--- config.mk ---
export PLATFORM = sky130hd
export DESIGN_NAME = gcd_of_three_signed
export DESIGN_NICKNAME = d
export VERILOG_FILES = /design/src/gcd3_pkg.sv /design/src/gcd3_pair.sv /design/src/gcd_of_three_signed.sv
export SDC_FILE = /design/constraint.sdc
export NUM_CORES = 1
export LEC_CHECK = 0
export BUFFER_PORTS_ARGS = -buffer_cell sky130_fd_sc_hd__buf_2
export CORE_MARGIN = 2
export CORE_UTILIZATION = 55
export DETAILED_ROUTE_END_ITERATION = 8
export GPL_TIMING_DRIVEN = 0
export PLACE_DENSITY_LB_ADDON = 0.08
export SLEW_MARGIN = 5
export SYNTH_ARGS = -nofsm -noshare
export SYNTH_HDL_FRONTEND = slang
export SYNTH_SLANG_ARGS = --single-unit
export TNS_END_PERCENT = 5
--- constraint.sdc ---
create_clock -name clk -period 5.4 [get_ports clk]
set_input_delay 1.62 -clock clk [delete_from_list [all_inputs] [get_ports clk]]
set_output_delay 1.62 -clock clk [all_outputs]
set_load 0.01 [all_outputs]
--- src/gcd3_pkg.sv ---
// Shared types for the three-operand GCD block: sequencer and engine state codes.
package gcd3_pkg;

  // Top-level sequencer states
  typedef enum logic [2:0] {
    SEQ_IDLE,
    SEQ_START1,
    SEQ_PAIR1,
    SEQ_PAIR2
  } seq_state_t;

  // Pairwise GCD engine states
  typedef enum logic [1:0] {
    ENG_IDLE,
    ENG_REDUCE,
    ENG_SCALE,
    ENG_DONE
  } eng_state_t;

endpackage

--- src/gcd3_pair.sv ---
// Pairwise binary GCD engine: one shift or subtract step per cycle.
module gcd3_pair import gcd3_pkg::*; #(
  parameter int WIDTH = 32
) (
  input  logic             clk,
  input  logic             rst_n,
  input  logic             start,
  input  logic [WIDTH-1:0] op_x,
  input  logic [WIDTH-1:0] op_y,
  output logic             done,
  output logic [WIDTH-1:0] result
);

  localparam int KW = $clog2(WIDTH + 1);

  eng_state_t       state_r, state_nxt;
  logic [WIDTH-1:0] x_r, x_nxt;
  logic [WIDTH-1:0] y_r, y_nxt;
  logic [KW-1:0]    k_r, k_nxt;
  logic [WIDTH-1:0] diff;
  logic             x_ge_y;

  // Shared compare and subtract unit
  assign x_ge_y = (x_r >= y_r);
  assign diff   = x_ge_y ? (x_r - y_r) : (y_r - x_r);

  // Hold state register
  always_ff @(posedge clk) begin
    if (!rst_n) begin
      state_r <= ENG_IDLE;
    end else begin
      state_r <= state_nxt;
    end
  end

  // Datapath registers need no reset
  always_ff @(posedge clk) begin
    x_r <= x_nxt;
    y_r <= y_nxt;
    k_r <= k_nxt;
  end

  // Next state: strip common twos, reduce odd pair, then restore the twos
  always_comb begin
    state_nxt = state_r;
    x_nxt     = x_r;
    y_nxt     = y_r;
    k_nxt     = k_r;
    case (state_r)
      ENG_IDLE, ENG_DONE: begin
        if (start) begin
          x_nxt     = op_x;
          y_nxt     = op_y;
          k_nxt     = '0;
          state_nxt = ENG_REDUCE;
        end
      end
      ENG_REDUCE: begin
        if (x_r == '0) begin
          x_nxt     = y_r;
          state_nxt = ENG_SCALE;
        end else if (y_r == '0) begin
          state_nxt = ENG_SCALE;
        end else if (!x_r[0] && !y_r[0]) begin
          x_nxt = x_r >> 1;
          y_nxt = y_r >> 1;
          k_nxt = k_r + 1'b1;
        end else if (!x_r[0]) begin
          x_nxt = x_r >> 1;
        end else if (!y_r[0]) begin
          y_nxt = y_r >> 1;
        end else if (x_ge_y) begin
          x_nxt = diff >> 1;
        end else begin
          y_nxt = diff >> 1;
        end
      end
      ENG_SCALE: begin
        if (k_r == '0) begin
          state_nxt = ENG_DONE;
        end else begin
          x_nxt = x_r << 1;
          k_nxt = k_r - 1'b1;
        end
      end
      default: begin
        state_nxt = ENG_IDLE;
      end
    endcase
  end

  assign done   = (state_r == ENG_DONE);
  assign result = x_r;

endmodule

--- src/gcd_of_three_signed.sv ---
// Top level of the three-operand signed GCD block: stream ports and sequencer.
//
// Usage: a word on the in_ channel carries three signed operands; one word on
// the out_ channel returns the GCD of their magnitudes (zero operands drop out,
// all zeros give zero). The block works on one word at a time.
// The GCD is formed as gcd(gcd(|a|,|b|),|c|) by a single binary GCD engine that
// performs one shift or one subtract per cycle, reused for both pairs.
// Every shift or subtract drops at least one operand bit, and each restored
// factor of two was paid for by a shift of both operands; the time a word takes
// from accept to out_tvalid is set by the operand bit patterns.
// Flow control: in_tready is high only while the sequencer is idle, so the next
// word is taken once the previous result has been loaded into the output
// register, even if that result is still waiting to be taken.
// Stall: if out_tready stays low, a second finished result waits in the engine
// until the output register frees. A result of 2^(DATA_WIDTH-1) saturates.
// Reset (synchronous, rst_n low) returns to idle and drops any pending word.
module gcd_of_three_signed import gcd3_pkg::*; #(
  parameter int DATA_WIDTH = 32
) (
  input  logic                                   clk,
  input  logic                                   rst_n,
  input  logic                                   in_tvalid,
  output logic                                   in_tready,
  // first_value, second_value, third_value, from bit 0 up; zero padded
  input  logic [((3*DATA_WIDTH+7)/8)*8-1:0]      in_tdata,
  output logic                                   out_tvalid,
  input  logic                                   out_tready,
  // divisor from bit 0 up; zero padded
  output logic [((DATA_WIDTH-1+7)/8)*8-1:0]      out_tdata
);

  localparam int W      = DATA_WIDTH;
  localparam int OUT_W  = ((DATA_WIDTH - 1 + 7) / 8) * 8;
  localparam int OUT_PAD = OUT_W - (DATA_WIDTH - 1);

  seq_state_t       state_r, state_nxt;
  logic [W-1:0]     a_r, b_r, c_r;
  logic [W-1:0]     a_mag, b_mag, c_mag;
  logic [W-1:0]     op_x, op_y, eng_res;
  logic             eng_start, eng_done;
  logic             out_valid_r, out_valid_nxt;
  logic [W-2:0]     div_r, div_nxt;
  logic             in_acc, out_free, load_out;

  // Form magnitudes; the most negative value yields 2^(W-1) exactly
  function automatic logic [W-1:0] mag(input logic [W-1:0] v);
    mag = v[W-1] ? (~v + 1'b1) : v;
  endfunction

  assign a_mag = mag(in_tdata[W-1:0]);
  assign b_mag = mag(in_tdata[2*W-1:W]);
  assign c_mag = mag(in_tdata[3*W-1:2*W]);

  assign in_tready = (state_r == SEQ_IDLE);
  assign in_acc    = in_tvalid && in_tready;
  assign out_free  = !out_valid_r || out_tready;

  // Capture operand magnitudes on accept
  always_ff @(posedge clk) begin
    if (in_acc) begin
      a_r <= a_mag;
      b_r <= b_mag;
      c_r <= c_mag;
    end
  end

  // Hold sequencer and output valid
  always_ff @(posedge clk) begin
    if (!rst_n) begin
      state_r     <= SEQ_IDLE;
      out_valid_r <= 1'b0;
    end else begin
      state_r     <= state_nxt;
      out_valid_r <= out_valid_nxt;
    end
  end

  always_ff @(posedge clk) begin
    div_r <= div_nxt;
  end

  // Sequence the two pairwise passes and load the output register
  always_comb begin
    state_nxt = state_r;
    eng_start = 1'b0;
    op_x      = a_r;
    op_y      = b_r;
    load_out  = 1'b0;
    case (state_r)
      SEQ_IDLE: begin
        if (in_acc) begin
          state_nxt = SEQ_START1;
        end
      end
      SEQ_START1: begin
        eng_start = 1'b1;
        state_nxt = SEQ_PAIR1;
      end
      SEQ_PAIR1: begin
        op_x = eng_res;
        op_y = c_r;
        if (eng_done) begin
          eng_start = 1'b1;
          state_nxt = SEQ_PAIR2;
        end
      end
      SEQ_PAIR2: begin
        if (eng_done && out_free) begin
          load_out  = 1'b1;
          state_nxt = SEQ_IDLE;
        end
      end
      default: begin
        state_nxt = SEQ_IDLE;
      end
    endcase
  end

  // Track output valid and load the divisor, saturating a result that does not fit the divisor field
  always_comb begin
    out_valid_nxt = out_valid_r && !out_tready;
    div_nxt       = div_r;
    if (load_out) begin
      out_valid_nxt = 1'b1;
      div_nxt       = eng_res[W-1] ? {(W-1){1'b1}} : eng_res[W-2:0];
    end
  end

  gcd3_pair #(
    .WIDTH (W)
  ) u_pair (
    .clk    (clk),
    .rst_n  (rst_n),
    .start  (eng_start),
    .op_x   (op_x),
    .op_y   (op_y),
    .done   (eng_done),
    .result (eng_res)
  );

  assign out_tvalid = out_valid_r;

  generate
    if (OUT_PAD > 0) begin : g_pad
      assign out_tdata = {{OUT_PAD{1'b0}}, div_r};
    end else begin : g_nopad
      assign out_tdata = div_r;
    end
  endgenerate

endmodule

==> impl.org <==
** Setup path
- The worst setup path is captured at a flip-flop.
- For the worst flop-to-flop path, the logic depth is 13.
- Worst setup slack for register-to-register paths :: roughly 0.63 ns
- Critical path arrival :: roughly 5.1 ns
- Startpoint class of the critical path :: flip-flop
- Reg-to-reg critical path endpoint :: u_pair.result[16]$_DFFE_PP_
- Along the worst path, the maximum fanout reaches 10.
- Category of the most critical setup path :: flip-flop to flip-flop
- At the worst endpoint, the required time is between 5 and 6 ns.
- The worst register-to-register path begins at u_pair.result[0]$_DFFE_PP_.

** Synth
- Adder-cell share of the synthesized area :: 7.33%
- Counting every net in the synthesized netlist gives ~1700.
- Summing the areas of all compound-gate instances in the mapped netlist gives between 20% and 30% of the synthesized area.
- The Yosys step of the flow raised 0 warnings.
- Of the synthesized area, sequential elements account for between 40% and 50%.
- The synthesized netlist devotes under 10% of its cell area to XOR and XNOR gates.
- Post-Synthesis Mean Instance Area :: between 9 and 10 µm²
- The synthesized design contains 202 register bits.
- Main combinational cell family by area after synthesis :: compound AO/OA/AOI/OAI gates
- Among all flip-flop cells after synthesis, the most frequent one is edfxtp_1.
- The synthesized netlist contains 70 unique library cells.
- The mapped netlist covers 14300 µm².
- Cell types occupying the most area after synthesis :: edfxtp_1 41%, xnor2_1 7.3%, ha_1 6.9%
- In the synthesized netlist, mux cells make up 2.40% of the area.
- Counting flops with an async set or reset pin after synthesis yields a share of 0%.
- In this run the biggest area consumer among cell types represents 41.4% of the synthesized area.
- Mapped Cells :: 1500
- Summed over all instances, the cell type with the most area after synthesis is edfxtp_1.
- Simple-gate share of the synthesized area :: between 10% and 20%
- In this run, synthesis inferred between 150 and 200 flip-flops with an integrated enable.

** Timing
- Headroom to the max-slew limit came out at 15.1%.
- At the pin with the least slew margin, the transition time is around 1.3 ns.
- For this run, the top clock speed supported by timing is 210 MHz.
- The worst path uses between 80% and 90% of the clock period.
- Clock skew after layout :: between 0.015 and 0.02 ns
- Final setup violation count :: 0
- Crit path setup slack, layout :: between 0.6 and 0.7 ns
- RSZ-0062 raised after global routing :: false
- Subtracting the final worst setup slack from the clock period gives 4.77 ns.
- Summed over all failing endpoints, the final setup total negative slack is 0 ns.
- Max-slew violations :: 0
- Final hold violation count :: 0

** Clock network
- In this run, post-CTS hold repair placed 0 buffers.
- TritonCTS built the clock tree.
- In this run the clock root is driven by a clkbuf_16.
- CTS Buf Count :: 22
- Clock net sink count :: 202
- Clock latency at the later pin of the worst-skew pair :: ~0.5 ns
- CTS HTree Levels :: 1
- After clock tree synthesis, the clock-pin slew on the worst setup and hold paths is around 0.07 ns.
- Setup fix buffers added after clock tree synthesis :: 0
- After clock tree synthesis, the repair step resized 0 gates.
- Deepest clock path buffer count :: 3

** Route
- DRT antenna net count :: 0
- 1st-pass router iterations :: 6
- Highest routing layer actually used :: met4
- After detailed routing, the total wire length is 44200 µm.
- The detailed router put a total of around 18000 µm of wire on met1.
- After the first detailed-routing iteration, the DRC count stood at approximately 1400.
- Detail-routed via count per cell :: ~6.2
- Wire length per cell :: between 20 and 25 µm
- Detailed routing inserted a total of roughly 13000 vias.
- Wire segments on met3 add up to ~3800 µm in the final route.
- Routed wire length on met2 :: around 21000 µm
- Residual DRC :: 0

** Power
- Dividing total power by cell area gives a power density of ~750 nW/µm².
- Across the VDD grid, the largest voltage drop is 0.510 mV.
- Pwr Total :: between 10000 and 15000 µW
- Leakage power figure :: 0.00612 µW

** Min path
- Along the worst hold path, the cell count comes to 2.
- Worst min-delay path endpoint :: out_tvalid$_SDFF_PN0_
- The path class of the tightest hold or removal check is flip-flop to flip-flop.
- Hold Path Origin :: out_tvalid$_SDFF_PN0_

** Floorplan
- Initial Utilization :: a little under three fifths
- The die covers around 27000 µm².
- The die is about 170 µm wide.
- Vert. Die Dim :: 165 µm
- Core Area :: approximately 26000 µm²
- 134 I/O pins were placed.
- The initialized floorplan defines a little under 60 standard-cell rows.

** Placement
- Routability congestion estimate from global placement :: approximately 0.96
- The HPWL after detailed placement is between 30000 and 40000 µm.
- Including well taps, the total number of placed cells is roughly 2000.
- At the placement stage, the worst setup path has a slack of 0.690 ns.
- IO Port Bufs :: ~130

** Cells and area
- Most common cell after layout, fill and taps aside :: edfxtp_1
- End-of-flow core utilization :: between 60% and 70%
- Signed area change from the synthesized netlist to the final layout :: 13.5%
- Most frequent cells in the layout :: 197 x edfxtp_1, 134 x buf_2, 127 x nand2_1, 124 x a21oi_1, 120 x xnor2_1
- After the last flow step, the layout net total stands at 1843.
- 0 antenna diodes ended up in the layout.
- Fin cells :: about 2000
- In the final layout, the share of cells above drive strength 1 is roughly 14%.

** Run
- The tool flagged a number of max-cap violations equal to 0.

** Outcome
- Result of the run :: complete, no violations

** GRT
- The total overflow left after global routing is 0.
- The initial antenna violation count was 0.
- Combined global-route utilization of all metal layers :: a little under a third
- Global-route wire length before repair :: around 66000 µm
- Number of global-route vias before repair :: ~12000
- Largest net degree at the start of global routing :: 65
power breakdown:
group | switching (µW) | leakage, µW | internal [µW]
Clock | 628 | 0.000374 | 970
Sequential | 615 | 0.00190 | 2630
Combinational | 4750 | 0.00385 | 2580
metal layers:
layer	vias to the layer above	global-route usage (%)
met5	-	0
met4	0	9.25
met3	72	5.99
met2	557	51.2
met1	6047	43.9
li1	5868	-
cells by family (layout without fill, tap and decap cells):
family	Yosys count	in the layout
other cells	1	1
compound gates	446	446
mux	34	34
buf+inv	186	363
fa+ha+maj	82	82
flops	202	202
xor+xnor	146	146
simple gates	403	403
worst max path at each step:
| stage | start | to | slack, ns | depth (start not counted) |
|---|---|---|---|---|
| 2_1_floorplan | u_pair.result[23]$_DFFE_PP_ | u_pair.y_r[10]$_DFFE_PP_ | 0.50 | 11 |
| 5_1_grt | u_pair.result[0]$_DFFE_PP_ | u_pair.result[20]$_DFFE_PP_ | 0.52 | 13 |
| 4_1_cts | u_pair.result[0]$_DFFE_PP_ | u_pair.result[19]$_DFFE_PP_ | 0.84 | 13 |
| 3_3_place_gp | u_pair.result[23]$_DFFE_PP_ | u_pair.y_r[25]$_DFFE_PP_ | -1.49 | 11 |
| 3_5_place_dp | in_tdata[64] | c_r[28]$_DFFE_PP_ | 0.69 | 11 |
| 6_report | u_pair.result[0]$_DFFE_PP_ | u_pair.result[16]$_DFFE_PP_ | 0.63 | 13 |
area by class of cell:
cell class	instances	area [µm²]
Inverter	102	383
Clock buffer	24	579
Multi-Input combinational cell	1112	7600
Clock inverter	16	193
Timing Repair Buffer	137	722
Buffer	84	322
Tap cell	335	419
Sequential cell	202	6020
Fill cell	2205	9530
critical path, stage by stage (launching register included):
cell and delay, ns:
edfxtp_1 0.52, inv_1 0.14, ha_1 0.27, fa_1 0.41, nand2b_1 0.19, a21oi_1 0.28, o211ai_1 0.22, a21oi_1 0.55
o22ai_1 0.42, nor3_2 0.58, buf_2 0.42, buf_2 0.32, nand2_1 0.08, a21oi_1 0.19
cell usage after synthesis (all sizes together) (6+ instances only):
cell     instances
a211oi          11
a21o            25
a21oi          124
a221oi          13
a222oi          11
a2bb2oi         10
a31oi           14
buf              8
clkbuf          76
edfxtp         197
ha              79
inv            102
mux2i           32
nand2          127
nand2b          19
nand3           37
nand4           12
nor2            78
nor2b            8
nor3            14
nor4            27
o211ai          10
o21a             6
o21ai          120
o21bai          13
o221ai          18
o31ai           28
o41ai           16
or2             37
or4             21
xnor2          120
xor2            26
per-stage QoR:
step / hold slack, ns / area, µm²
floorplan: 0.500 / 14300
global placement: 0.515 / 15400
detailed placement: 0.525 / 15500
CTS: 0.536 / 16200
global route: 0.567 / 16200
finish: 0.531 / 16200
registers in the layout (all words and copies together) (netlist names):
register and cells:
a_r 32, b_r 32, c_r 32, div_r 31, out_tvalid 1, state_r 2
u_pair.k_r 6, u_pair.result 32, u_pair.state_r 2, u_pair.y_r 32
(Power assumes the default switching activity.)
